**src/emg_pkg.sv**
```systemverilog
// ----------------------------------------------------------------------------
// emg_pkg
// Widths, constants and control types of the EMG level to servo angle block.
// ----------------------------------------------------------------------------
`default_nettype none

package emg_pkg;

    localparam int RMS_BITS        = 16;
    localparam int LEVEL_FRAC_BITS = 16;
    localparam int ANGLE_W         = 16;
    localparam int CFG_IDX_W       = 8;
    localparam int CNT_W           = $clog2(LEVEL_FRAC_BITS);

    // register indexes on the configuration channel
    localparam logic [CFG_IDX_W-1:0] REG_REST_LEVEL = CFG_IDX_W'(0);
    localparam logic [CFG_IDX_W-1:0] REG_FULL_LEVEL = CFG_IDX_W'(1);

    // Q8.8 angle limits and steps
    localparam int ANGLE_LOW  = 15360;
    localparam int ANGLE_HIGH = 35840;
    localparam int ANGLE_SPAN = 20480;
    localparam int SLEW_MAX   = 1536;
    localparam int WRITE_EPS  = 128;

    // deadzone, 0.05 of full scale rounded
    localparam int DEADZONE = ((1 << LEVEL_FRAC_BITS) + 10) / 20;

    // divide by 5 through a reciprocal multiply
    localparam int EMA_SUM_W    = LEVEL_FRAC_BITS + 3;
    localparam int DIV5_SHIFT   = LEVEL_FRAC_BITS + 6;
    localparam int DIV5_MULT    = ((1 << DIV5_SHIFT) + 4) / 5;
    localparam int DIV5_MULT_W  = DIV5_SHIFT - 2;

    typedef struct packed {
        logic load;
        logic div_step;
        logic ema;
        logic map;
        logic slew;
    } t_cmd;

    typedef struct packed {
        logic skip_div;
        logic div_last;
    } t_stat;

endpackage

`default_nettype wire

```
**src/emg_if.sv**
```systemverilog
// ----------------------------------------------------------------------------
// emg_if
// Valid/ready channels of the block: rms input, servo result, register write.
// ----------------------------------------------------------------------------
`default_nettype none

interface emg_in_if;
    logic                          valid;
    logic                          ready;
    logic [emg_pkg::RMS_BITS-1:0]  rms_value;

    modport source (output valid, output rms_value, input ready);
    modport sink   (input valid, input rms_value, output ready);
endinterface

interface emg_out_if;
    logic                                 valid;
    logic                                 ready;
    logic [emg_pkg::ANGLE_W-1:0]          servo_angle;
    logic                                 servo_write;
    logic [emg_pkg::LEVEL_FRAC_BITS-1:0]  smoothed_activation;

    modport source (output valid, output servo_angle, output servo_write,
                    output smoothed_activation, input ready);
    modport sink   (input valid, input servo_angle, input servo_write,
                    input smoothed_activation, output ready);
endinterface

interface emg_cfg_if;
    logic                           valid;
    logic                           ready;
    logic [emg_pkg::CFG_IDX_W-1:0]  index;
    logic [emg_pkg::RMS_BITS-1:0]   data;

    modport source (output valid, output index, output data, input ready);
    modport sink   (input valid, input index, input data, output ready);
endinterface

`default_nettype wire

```
**src/emg_level_to_slewed_servo_angle.sv**
```systemverilog
// An accepted item first takes the RMS value, then the restoring divider
// forms the Q0.16 level one quotient bit per cycle, then the EMA, the angle
// map and the slew step follow in that order. When the level needs no
// division (full not above rest, value at or below rest, or at or above full)
// the divider is passed over. A new value is taken once the previous one has
// reached the output register, even if that result has not yet been claimed.
// Writing either calibration register returns the smoothed level to 0 and the
// angle to 60 degrees; writes are accepted every cycle.
// ----------------------------------------------------------------------------
// emg_level_to_slewed_servo_angle
// EMG RMS level to smoothed, rate-limited Q8.8 servo angle.
// ----------------------------------------------------------------------------
`default_nettype none

module emg_level_to_slewed_servo_angle (
    input  wire logic   i_clk,
    input  wire logic   i_rst_n,
    emg_in_if.sink      i_rms,
    emg_out_if.source   o_res,
    emg_cfg_if.sink     i_cfg
);

    emg_pkg::t_cmd  w_cmd;
    emg_pkg::t_stat w_stat;
    logic           w_cfg_we;

    assign i_cfg.ready = 1'b1;
    assign w_cfg_we    = i_cfg.valid && i_cfg.ready;

    emg_ctrl u_ctrl (
        .i_clk       (i_clk),
        .i_rst_n     (i_rst_n),
        .i_in_valid  (i_rms.valid),
        .o_in_ready  (i_rms.ready),
        .o_out_valid (o_res.valid),
        .i_out_ready (o_res.ready),
        .i_stat      (w_stat),
        .o_cmd       (w_cmd)
    );

    emg_dpath u_dpath (
        .i_clk                 (i_clk),
        .i_rst_n               (i_rst_n),
        .i_cmd                 (w_cmd),
        .o_stat                (w_stat),
        .i_rms_value           (i_rms.rms_value),
        .i_cfg_we              (w_cfg_we),
        .i_cfg_index           (i_cfg.index),
        .i_cfg_data            (i_cfg.data),
        .o_servo_angle         (o_res.servo_angle),
        .o_servo_write         (o_res.servo_write),
        .o_smoothed_activation (o_res.smoothed_activation)
    );

endmodule

`default_nettype wire

```
**src/emg_ctrl.sv**
```systemverilog
// ----------------------------------------------------------------------------
// emg_ctrl
// Sequencer: accept, divide, smooth, map, slew and hand the word to the output.
// ----------------------------------------------------------------------------
`default_nettype none

module emg_ctrl (
    input  wire logic           i_clk,
    input  wire logic           i_rst_n,
    input  wire logic           i_in_valid,
    output logic                o_in_ready,
    output logic                o_out_valid,
    input  wire logic           i_out_ready,
    input  wire emg_pkg::t_stat i_stat,
    output emg_pkg::t_cmd       o_cmd
);

    typedef enum logic [4:0] {
        S_IDLE = 5'b00001,
        S_DIV  = 5'b00010,
        S_EMA  = 5'b00100,
        S_MAP  = 5'b01000,
        S_SLEW = 5'b10000
    } t_state;

    t_state r_state, n_state;
    logic   r_out_valid, n_out_valid;

    always_comb begin
        n_state = r_state;
        o_cmd   = '0;
        unique case (r_state)
            S_IDLE: begin
                if (i_in_valid) begin
                    o_cmd.load = 1'b1;
                    n_state    = S_DIV;
                end
            end
            S_DIV: begin
                o_cmd.div_step = !i_stat.skip_div;
                if (i_stat.skip_div || i_stat.div_last) begin
                    n_state = S_EMA;
                end
            end
            S_EMA: begin
                o_cmd.ema = 1'b1;
                n_state   = S_MAP;
            end
            S_MAP: begin
                o_cmd.map = 1'b1;
                n_state   = S_SLEW;
            end
            S_SLEW: begin
                // wait here only while the previous word is still unclaimed
                if (!r_out_valid || i_out_ready) begin
                    o_cmd.slew = 1'b1;
                    n_state    = S_IDLE;
                end
            end
            default: begin
                n_state = S_IDLE;
            end
        endcase
    end

    always_comb begin
        n_out_valid = r_out_valid;
        if (i_out_ready) begin
            n_out_valid = 1'b0;
        end
        if (o_cmd.slew) begin
            n_out_valid = 1'b1;
        end
    end

    always_ff @(posedge i_clk) begin
        if (!i_rst_n) begin
            r_state     <= S_IDLE;
            r_out_valid <= 1'b0;
        end else begin
            r_state     <= n_state;
            r_out_valid <= n_out_valid;
        end
    end

    assign o_in_ready  = (r_state == S_IDLE);
    assign o_out_valid = r_out_valid;

endmodule

`default_nettype wire

```
**src/emg_dpath.sv**
```systemverilog
// ----------------------------------------------------------------------------
// emg_dpath
// Calibration registers, restoring divider, EMA, angle map, slew limit, output.
// ----------------------------------------------------------------------------
`default_nettype none

module emg_dpath (
    input  wire logic                                 i_clk,
    input  wire logic                                 i_rst_n,
    input  wire emg_pkg::t_cmd                        i_cmd,
    output emg_pkg::t_stat                            o_stat,
    input  wire logic [emg_pkg::RMS_BITS-1:0]         i_rms_value,
    input  wire logic                                 i_cfg_we,
    input  wire logic [emg_pkg::CFG_IDX_W-1:0]        i_cfg_index,
    input  wire logic [emg_pkg::RMS_BITS-1:0]         i_cfg_data,
    output logic [emg_pkg::ANGLE_W-1:0]               o_servo_angle,
    output logic                                      o_servo_write,
    output logic [emg_pkg::LEVEL_FRAC_BITS-1:0]       o_smoothed_activation
);

    localparam int RW = emg_pkg::RMS_BITS;
    localparam int LW = emg_pkg::LEVEL_FRAC_BITS;
    localparam int AW = emg_pkg::ANGLE_W;
    localparam int SW = emg_pkg::EMA_SUM_W;
    localparam int MW = emg_pkg::DIV5_MULT_W;

    localparam logic [AW-1:0]          ANGLE_LOW  = AW'(emg_pkg::ANGLE_LOW);
    localparam logic [AW-1:0]          ANGLE_SPAN = AW'(emg_pkg::ANGLE_SPAN);
    localparam logic signed [AW:0]     LOW_S      = (AW+1)'(emg_pkg::ANGLE_LOW);
    localparam logic signed [AW:0]     HIGH_S     = (AW+1)'(emg_pkg::ANGLE_HIGH);
    localparam logic signed [AW:0]     SLEW_P     = (AW+1)'(emg_pkg::SLEW_MAX);
    localparam logic signed [AW:0]     SLEW_N     = -((AW+1)'(emg_pkg::SLEW_MAX));
    localparam logic [AW:0]            EPS        = (AW+1)'(emg_pkg::WRITE_EPS);
    localparam logic [LW-1:0]          DEADZONE   = LW'(emg_pkg::DEADZONE);
    localparam logic [MW-1:0]          DIV5_MULT  = MW'(emg_pkg::DIV5_MULT);
    localparam logic [emg_pkg::CNT_W-1:0] CNT_LAST = emg_pkg::CNT_W'(LW - 1);

    logic [RW-1:0]              r_rest, r_full;
    logic [RW-1:0]              r_rem;
    logic [LW-1:0]              r_quo;
    logic [emg_pkg::CNT_W-1:0]  r_cnt;
    logic                       r_skip;
    logic [LW-1:0]              r_ema;
    logic [AW-1:0]              r_target;
    logic [AW-1:0]              r_cur;
    logic [AW-1:0]              r_last;
    logic                       r_has;
    logic [AW-1:0]              r_out_angle;
    logic                       r_out_write;
    logic [LW-1:0]              r_out_act;

    logic [RW-1:0]              w_den;
    logic [RW:0]                w_shift;
    logic                       w_fits;
    logic [LW-1:0]              w_level;
    logic [SW-1:0]              w_sum;
    logic [SW+MW-1:0]           w_div5;
    logic [AW+LW-1:0]           w_span;
    logic signed [AW:0]         w_delta;
    logic signed [AW:0]         w_new_s;
    logic [AW-1:0]              w_new;
    logic signed [AW:0]         w_diff;
    logic [AW:0]                w_abs;
    logic                       w_write;

    assign w_den   = r_full - r_rest;
    assign w_shift = {r_rem, 1'b0};
    assign w_fits  = (w_shift >= {1'b0, w_den});

    // levels inside the deadzone snap to zero
    assign w_level = (r_quo < DEADZONE) ? '0 : r_quo;
    assign w_sum   = {1'b0, r_ema, 2'b00} + SW'(w_level);
    assign w_div5  = (SW+MW)'(w_sum) * (SW+MW)'(DIV5_MULT);
    assign w_span  = (AW+LW)'(r_ema) * (AW+LW)'(ANGLE_SPAN);

    always_comb begin
        w_delta = $signed({1'b0, r_target}) - $signed({1'b0, r_cur});
        if (w_delta > SLEW_P) begin
            w_delta = SLEW_P;
        end else if (w_delta < SLEW_N) begin
            w_delta = SLEW_N;
        end
        w_new_s = $signed({1'b0, r_cur}) + w_delta;
        if (w_new_s < LOW_S) begin
            w_new_s = LOW_S;
        end else if (w_new_s > HIGH_S) begin
            w_new_s = HIGH_S;
        end
        w_new  = w_new_s[AW-1:0];
        w_diff = $signed({1'b0, w_new}) - $signed({1'b0, r_last});
        w_abs  = (w_diff < 0) ? $unsigned(-w_diff) : $unsigned(w_diff);
        w_write = !r_has || (w_abs >= EPS);
    end

    // calibration and the state that survives between items
    always_ff @(posedge i_clk) begin
        if (!i_rst_n) begin
            r_rest <= '0;
            r_full <= '0;
            r_ema  <= '0;
            r_cur  <= ANGLE_LOW;
            r_last <= '0;
            r_has  <= 1'b0;
        end else if (i_cfg_we &&
                     (i_cfg_index == emg_pkg::REG_REST_LEVEL ||
                      i_cfg_index == emg_pkg::REG_FULL_LEVEL)) begin
            if (i_cfg_index == emg_pkg::REG_REST_LEVEL) begin
                r_rest <= i_cfg_data;
            end else begin
                r_full <= i_cfg_data;
            end
            r_ema <= '0;
            r_cur <= ANGLE_LOW;
        end else begin
            if (i_cmd.ema) begin
                r_ema <= w_div5[emg_pkg::DIV5_SHIFT +: LW];
            end
            if (i_cmd.slew) begin
                r_cur <= w_new;
                if (w_write) begin
                    r_last <= w_new;
                    r_has  <= 1'b1;
                end
            end
        end
    end

    // divider, one quotient bit per cycle
    always_ff @(posedge i_clk) begin
        if (!i_rst_n) begin
            r_skip <= 1'b0;
            r_cnt  <= '0;
        end else if (i_cmd.load) begin
            r_cnt <= '0;
            if (r_full <= r_rest || i_rms_value <= r_rest) begin
                r_skip <= 1'b1;
            end else if (i_rms_value >= r_full) begin
                r_skip <= 1'b1;
            end else begin
                r_skip <= 1'b0;
            end
        end else if (i_cmd.div_step) begin
            r_cnt <= r_cnt + 1'b1;
        end
    end

    always_ff @(posedge i_clk) begin
        if (i_cmd.load) begin
            r_rem <= i_rms_value - r_rest;
            if (r_full <= r_rest || i_rms_value <= r_rest) begin
                r_quo <= '0;
            end else if (i_rms_value >= r_full) begin
                r_quo <= '1;
            end else begin
                r_quo <= '0;
            end
        end else if (i_cmd.div_step) begin
            if (w_fits) begin
                r_rem <= RW'(w_shift - {1'b0, w_den});
                r_quo <= {r_quo[LW-2:0], 1'b1};
            end else begin
                r_rem <= w_shift[RW-1:0];
                r_quo <= {r_quo[LW-2:0], 1'b0};
            end
        end
        if (i_cmd.map) begin
            r_target <= ANGLE_LOW + w_span[LW +: AW];
        end
        if (i_cmd.slew) begin
            r_out_angle <= w_new;
            r_out_write <= w_write;
            r_out_act   <= r_ema;
        end
    end

    assign o_stat.skip_div = r_skip;
    assign o_stat.div_last = (r_cnt == CNT_LAST);

    assign o_servo_angle         = r_out_angle;
    assign o_servo_write         = r_out_write;
    assign o_smoothed_activation = r_out_act;

endmodule

`default_nettype wire

```
**src/flat_wrapper.sv**
```systemverilog
// flat-port wrapper written by rule: the top's interface ports become plain ports
module emg_level_to_slewed_servo_angle_flat 
  (i_clk, i_rst_n, i_rms_valid, i_rms_rms_value, i_rms_ready, o_res_valid, o_res_servo_angle, o_res_servo_write, o_res_smoothed_activation, o_res_ready, i_cfg_valid, i_cfg_index, i_cfg_data, i_cfg_ready);
  emg_in_if i_rms_i ();
  emg_out_if o_res_i ();
  emg_cfg_if i_cfg_i ();
  input  wire logic i_clk;
  input  wire logic i_rst_n;
  input wire logic [$bits(i_rms_i.valid)-1:0] i_rms_valid;
  input wire logic [$bits(i_rms_i.rms_value)-1:0] i_rms_rms_value;
  output wire logic [$bits(i_rms_i.ready)-1:0] i_rms_ready;
  output wire logic [$bits(o_res_i.valid)-1:0] o_res_valid;
  output wire logic [$bits(o_res_i.servo_angle)-1:0] o_res_servo_angle;
  output wire logic [$bits(o_res_i.servo_write)-1:0] o_res_servo_write;
  output wire logic [$bits(o_res_i.smoothed_activation)-1:0] o_res_smoothed_activation;
  input wire logic [$bits(o_res_i.ready)-1:0] o_res_ready;
  input wire logic [$bits(i_cfg_i.valid)-1:0] i_cfg_valid;
  input wire logic [$bits(i_cfg_i.index)-1:0] i_cfg_index;
  input wire logic [$bits(i_cfg_i.data)-1:0] i_cfg_data;
  output wire logic [$bits(i_cfg_i.ready)-1:0] i_cfg_ready;
  assign i_rms_i.valid = i_rms_valid;
  assign i_rms_i.rms_value = i_rms_rms_value;
  assign i_rms_ready = i_rms_i.ready;
  assign o_res_valid = o_res_i.valid;
  assign o_res_servo_angle = o_res_i.servo_angle;
  assign o_res_servo_write = o_res_i.servo_write;
  assign o_res_smoothed_activation = o_res_i.smoothed_activation;
  assign o_res_i.ready = o_res_ready;
  assign i_cfg_i.valid = i_cfg_valid;
  assign i_cfg_i.index = i_cfg_index;
  assign i_cfg_i.data = i_cfg_data;
  assign i_cfg_ready = i_cfg_i.ready;
  emg_level_to_slewed_servo_angle u_core (.i_clk(i_clk), .i_rst_n(i_rst_n), .i_rms(i_rms_i), .o_res(o_res_i), .i_cfg(i_cfg_i));
endmodule
```
**config.mk**
```make
export PLATFORM = sky130hd
export DESIGN_NAME = emg_level_to_slewed_servo_angle_flat
export DESIGN_NICKNAME = d
export VERILOG_FILES = /design/src/emg_pkg.sv /design/src/emg_if.sv /design/src/emg_level_to_slewed_servo_angle.sv /design/src/emg_ctrl.sv /design/src/emg_dpath.sv /design/src/flat_wrapper.sv
export SDC_FILE = /design/constraint.sdc
export NUM_CORES = 1
export LEC_CHECK = 0
export BUFFER_PORTS_ARGS = -buffer_cell sky130_fd_sc_hd__clkbuf_2
export CORE_MARGIN = 2
export CORE_UTILIZATION = 27
export DETAILED_ROUTE_END_ITERATION = 10
export PLACE_DENSITY = 0.43
export SLEW_MARGIN = 20
export SYNTH_ARGS = -nofsm -noshare
export SYNTH_HDL_FRONTEND = slang
export SYNTH_SLANG_ARGS = --single-unit
```
**constraint.sdc**
```tcl
create_clock -name i_clk -period 9.95 [get_ports i_clk]
set_clock_uncertainty 0.1 [all_clocks]
set_input_delay 0.4975 -clock i_clk [delete_from_list [all_inputs] [get_ports i_clk]]
set_output_delay 0.4975 -clock i_clk [all_outputs]
set_load 0.05 [all_outputs]
```
# Word level (Yosys, flattened, before mapping)
# Cells that the tools add are included.
[totals]
output_inout_bits = 36
reg_bits = 173
word_cells = 99
inputBits = 45
[classes]
add_sub_neg = 10
eq_ne = 10
mul = 2
n_mux = 29
order_cmp = 11
n_reduce_logical = 18
bitwise_logic = 3
[op_table]
columns = ["op", "count"]
rows = [
  ["$mux W16", 10],
  ["$mux W17", 3],
  ["$sub A16 B16 Y16", 3],
  ["$mul A19 B20 Y38 const B", 1],
  ["$sub A16 B16 Y17", 2],
  ["$le A16 B16 Y1", 2],
  ["$pmux W5 S5", 1],
  ["$add A18 B16 Y19", 1],
  ["$mul A16 B3 Y19 const B", 1],
  ["$add A17 B17 Y17", 1],
  ["$ge A17 B16 Y1", 1],
  ["$ge A17 B8 Y1 const B", 1],
  ["$gt A17 B12 Y1 const B", 1],
  ["$gt A17 B17 Y1 const B", 1],
  ["$lt A17 B1 Y1 const B", 1],
  ["$lt A17 B12 Y1 const B", 1],
  ["$lt A17 B15 Y1 const B", 1],
  ["$neg A17 Y17", 1],
  ["$add A14 B15 Y16 const A", 1],
  ["$ge A16 B16 Y1", 1],
  ["$lt A16 B12 Y1 const B", 1],
  ["$mux W5", 3],
  ["$mux W1", 12],
  ["$eq A8 B1 Y1 const B", 1],
  ["other kinds (17)", 31],
]

# Logic depth before layout (Yosys ltp)
[logic_depth]
ltp_word = 14
mapped_depth = 44
mapped_depth_nobuf = 40

# By module
# A second synthesis with hierarchy kept.
[unflattened]
hier_cells = 2107
area_unflattened_um2 = 18895.6
[modules_own_cells]
columns = ["module", "cells_each", "seq_area_each_um2", "n_inst", "area_per_inst_um2"]
rows = [
  ["emg_dpath", 2070, 4154.0, 1, 18554.0],
  ["emg_ctrl", 35, 120.1, 1, 330.3],
  ["emg_level_to_slewed_servo_angle", 2, 0.0, 1, 11.3],
]

# Least setup slack after synthesis
# OpenSTA, ideal clock, no wires.
[synth_timing]
kind = "register to register"
from = "reg u_core.u_dpath.r_target[3]"
to = "reg u_core.u_dpath.r_last[14]"
path_stages_with_launch = 40
n_path_buf = 3
arrival_time_ps = 9192
setup_ps = 87
path_slack_ps = 571
cell_sequence = "edfxtp_1 ha_1 o21a_1 a21boi_1 o311a_1 o31a_1 o21ai_0 a21oi_1 or2_2 nand4b_1 ha_1 nand2b_1 clkbuf_1 nor2_1 ha_1 and3_1 a221o_1 o41a_1 [... 4 more ...] nand4_1 a22oi_4 buf_4 nand2_1 inv_1 ha_1 nor2b_4 o31a_1 o31a_1 o41ai_1 xnor2_1 nor3_1 a2111oi_0 a311oi_1 a31oi_1 clkbuf_1 nand4_1 o31ai_1"
[synth_via]
elab_chain_cells = 14
elab_cells_between_ends = 17
classes_between = "add/sub (4); order compare (6); mux (5); reduce/logical (2)"
[synth_rtl]
columns = ["item", "line_no", "text"]
rows = [
  ["start: declaration", "emg_dpath.sv:44", "logic [AW-1:0] r_target;"],
  ["start signal: assignment", "emg_dpath.sv:167", "r_target <= ANGLE_LOW + w_span[LW +: AW];"],
  ["$sub A16 B16 Y17 *", "emg_dpath.sv:77", "w_delta = $signed({1'b0, r_target}) - $signed({1'b0, r_cur});"],
  ["$lt A17 B12 Y1", "emg_dpath.sv:80", "end else if (w_delta < SLEW_N) begin"],
  ["$mux W17", "emg_dpath.sv:80", ""],
  ["$mux W17 *", "emg_dpath.sv:78", "if (w_delta > SLEW_P) begin"],
  ["$add A17 B17 Y17 *", "emg_dpath.sv:83", "w_new_s = $signed({1'b0, r_cur}) + w_delta;"],
  ["$gt A17 B17 Y1", "emg_dpath.sv:86", "end else if (w_new_s > HIGH_S) begin"],
  ["$mux W16", "emg_dpath.sv:86", ""],
  ["$mux W16 *", "emg_dpath.sv:84", "if (w_new_s < LOW_S) begin"],
  ["via u_core.u_dpath.w_new_s[1]", "emg_dpath.sv:60", "logic signed [AW:0] w_new_s;"],
  ["$sub A16 B16 Y17 *", "emg_dpath.sv:90", "w_diff = $signed({1'b0, w_new}) - $signed({1'b0, r_last});"],
  ["$neg A17 Y17 / $lt A17 B1 Y1 (equally long branches)", "emg_dpath.sv:91", "w_abs = (w_diff < 0) ? $unsigned(-w_diff) : $unsigned(w_diff);"],
  ["$mux W17 *", "emg_dpath.sv:91", ""],
  ["$ge A17 B8 Y1 *", "emg_dpath.sv:92", "w_write = !r_has || (w_abs >= EPS);"],
  ["$logic_or A1 B1 Y1 *", "emg_dpath.sv:92", ""],
  ["$reduce_and A3 Y1 (no source line) *", "--", ""],
  ["end signal: assignment", "emg_dpath.sv:121", "r_last <= w_new;"],
  ["end: declaration", "emg_dpath.sv:46", "logic [AW-1:0] r_last;"],
]
# Mark *: on every way through the listed nets, which the timed path passes. The rest lies on a longest branch.
# A chain may end at the register's enable or synchronous reset.

# Worst setup path after layout
[layout_timing]
from = "reg u_core.u_dpath.r_quo[14]"
to = "reg u_core.u_dpath.r_ema[14]"
[layout_via]
elab_chain_cells = 4
[layout_rtl]
columns = ["item", "line_no", "text"]
rows = [
  ["start: declaration", "emg_dpath.sv:40", "logic [LW-1:0] r_quo;"],
  ["start signal: assignment", "emg_dpath.sv:160", "r_quo <= {r_quo[LW-2:0], 1'b1};"],
  ["start signal: assignment", "emg_dpath.sv:163", "r_quo <= {r_quo[LW-2:0], 1'b0};"],
  ["$lt A16 B12 Y1", "emg_dpath.sv:71", "assign w_level = (r_quo < DEADZONE) ? '0 : r_quo;"],
  ["$mux W16 *", "emg_dpath.sv:71", ""],
  ["$add A18 B16 Y19 *", "emg_dpath.sv:72", "assign w_sum = {1'b0, r_ema, 2'b00} + SW'(w_level);"],
  ["$mul A19 B20 Y38 *", "emg_dpath.sv:73", "assign w_div5 = (SW+MW)'(w_sum) * (SW+MW)'(DIV5_MULT);"],
  ["end signal: assignment", "emg_dpath.sv:116", "r_ema <= w_div5[emg_pkg::DIV5_SHIFT +: LW];"],
  ["end: declaration", "emg_dpath.sv:43", "logic [LW-1:0] r_ema;"],
]
# Every way passes the cells marked *; elsewhere a longest branch is shown, timed or not.

==> reports/qor.txt <==
status = finished, final reports clean
Synth Area in XOR/XNOR = 5.557%
Worst-Margin Slew = 1023 ps
Clock transition at path regs = 80 ps
WL per Instance = 16.15 um
first-pass GRT wire length = 79120 um
period utilization = 95.43%
DRT Pass-1 Iters = 7
TritonCTS clock tree = yes
Crit Path Class = reg2reg
Antenna Nets Post-Route = 0
total of max-cap violations = 0
Register Area = 4274 um^2
layout cell share with drive strength beyond 1 = 10.42%
Fin. Hold Viols = 0
Slowest-stage cell, CP = fa_2
Num CTS Buffers = 17
gr usage total = 14.27%
CP arrival = 9760 ps
Min-Delay Path Class = in2reg
CTS hold repair buffers = 0
final instance area = 20820 um^2
synth top area cells = ha_1, edfxtp_1, fa_1
register bit total from synthesis = 173
Synth Area in Compound Gates = 17.30%
drt drc = 0
Final Setup Violations = 0
Rel. slew slack = 31.58%
post-DP HPWL = 40360 um
Crit path max-delay family = adder cells
area of placed instances = 19850 um^2
Worst Setup End Kind = flop
core area = 67160 um^2
I/O pin count = 81
number of vias per cell = 4.789
share of the synthesized area in the top cell type = 19.85%
input/output buffers = 79
nets@finish = 2569
initial antenna violation count = 1
Post-Synth Adder-Cell Area = 31.56%
count of different cell masters after synthesis = 80
Starting Density = 27.22%
Buf+Inv Stages, Crit Path = 2
Clock Path Buffers = 2
Commonest cells post-synth = ha_1, inv_1, nor2_1
Post-synth ARST share = 0%
gpl congestion = 0.8244
post-route minimum period = 9495 ps
antenna cells = 0
largest family of logic cells by synthesized area = adder cells
final slew viol count = 0
mux cell area share after synthesis = 1.376%
Mapped Area = 18280 um^2
initial drt markers = 611
routed wire length = 48660 um
Synth Instances = 2027
fill count = 7037
Critical Path Fanout Max = 5
gr ovfl total = 0
die area = 69810 um^2
final core utilization = 31.01%
vias in the first global route = 14848
Syn Area/Cell = 9.020 um^2
Die H = 264.2 um
delay of the slowest critical-path stage = 620 ps
max frequency = 105.3 MHz
die width = 264.2 um
Via Count = 14430
Seq/Total Area, Yosys = 23.38%
area of the multi-input gates = 13010 um^2
# rows = 95
largest net degree at the start of global routing = 52
Area Growth Syn to Fin = 13.89%
clk sink count = 173
H-tree depth = 4
YS warnings = 0
latest clock arrival within the worst-skew pair = 470 ps
Syn Nets = 2469
Setup crit start kind = flop
clock root cell = clkbuf_16
top_reg_cell synth = dfxtp_1
leading area contributor after synthesis = ha_1
Post-synth EDFFs = 81
Worst EP required = 10210 ps
Post-Synth Simple-Gate Area = 13.80%
==> stage by stage <==
stage	hold slack [ps]	setup slack (ps)	std cells	TNS [ps]
final	148.3	454.7	3013	0
after global routing	122.4	-77.69	3013	-566.0
after CTS	107.1	5.381	2999	0
after detailed placement	349.6	-220.5	2965	-2590
after global placement	348.9	-126.3	2965	-248.7
after floorplan	332.7	570.8	2027	0
==> cell families after synthesis <==
| family | Yosys count |
|---|---|
| and+or+nand+nor | 518 |
| DFF | 173 |
| AOI/OAI and AO/OA | 462 |
| buffers and inverters | 335 |
| adders and majority gates | 397 |
| muxes | 25 |
| xor gates and xnor gates | 116 |
| other | 1 |
==> worst reg2reg max path: cells and delay by family, from the launching register on <==
family / cells / cell delay (ps)
AOI/OAI and AO/OA: 17 / 3400
adders and majority gates: 9 / 3660
buffers and inverters: 2 / 140
DFF: 1 / 450
and+or+nand+nor: 5 / 1630
==> routing by layer <==
| layer | track usage (%) | wire length (um) | vias up |
|---|---|---|---|
| li1 | - | - | 7317 |
| met1 | 18.48 | 22890 | 6878 |
| met2 | 24.64 | 23540 | 191 |
| met3 | 1.874 | 1253 | 42 |
| met4 | 4.330 | 959 | 2 |
| met5 | 0 | 12 | - |
==> repair_timing <==
| action | in CTS | in global routing |
|---|---|---|
| setup endpoints to repair | 20 | 29 |
| resized for setup | 5 | 47 |
| buffers inserted | 2 | 11 |
| pin swaps | 2 | 18 |
| gates cloned | 0 | 2 |
==> cell type report <==
class | instances | share of cell area (%)
multi-input combinational | 1519 | 62.47
sequential | 173 | 20.53
inverter | 291 | 5.246
tap | 873 | 5.246
timing repair buffer | 125 | 3.900
clock buffer | 19 | 2.127
clock inverter | 13 | 0.4867
==> cell usage in the layout (no fill, tap or decap), types with 42 or more instances in the layout <==
cell      count
edfxtp_1     81
inv_1       289
a21oi_1     126
fa_1        105
a21o_1       63
xor2_1       42
nand2_1     131
dfxtp_1      92
clkbuf_2     79
xnor2_1      68
o21ai_0      48
nor2_1      144
ha_1        288
==> worst paths after layout <==
check	start	to	slack [ps]	cells after the start
hold / removal	i_cfg_data[12]	u_core.u_dpath.r_rest[12]	150	3
setup / recovery	u_core.u_dpath.r_quo[14]	u_core.u_dpath.r_ema[14]	450	33
hold reg to reg	u_core.u_dpath.r_rest[3]	u_core.u_dpath.r_rest[3]	360	2
setup reg to reg	u_core.u_dpath.r_quo[14]	u_core.u_dpath.r_ema[14]	450	33
Power is not shown: default switching activity piles up to over one toggle a cycle in this logic, so the estimate is an artifact.
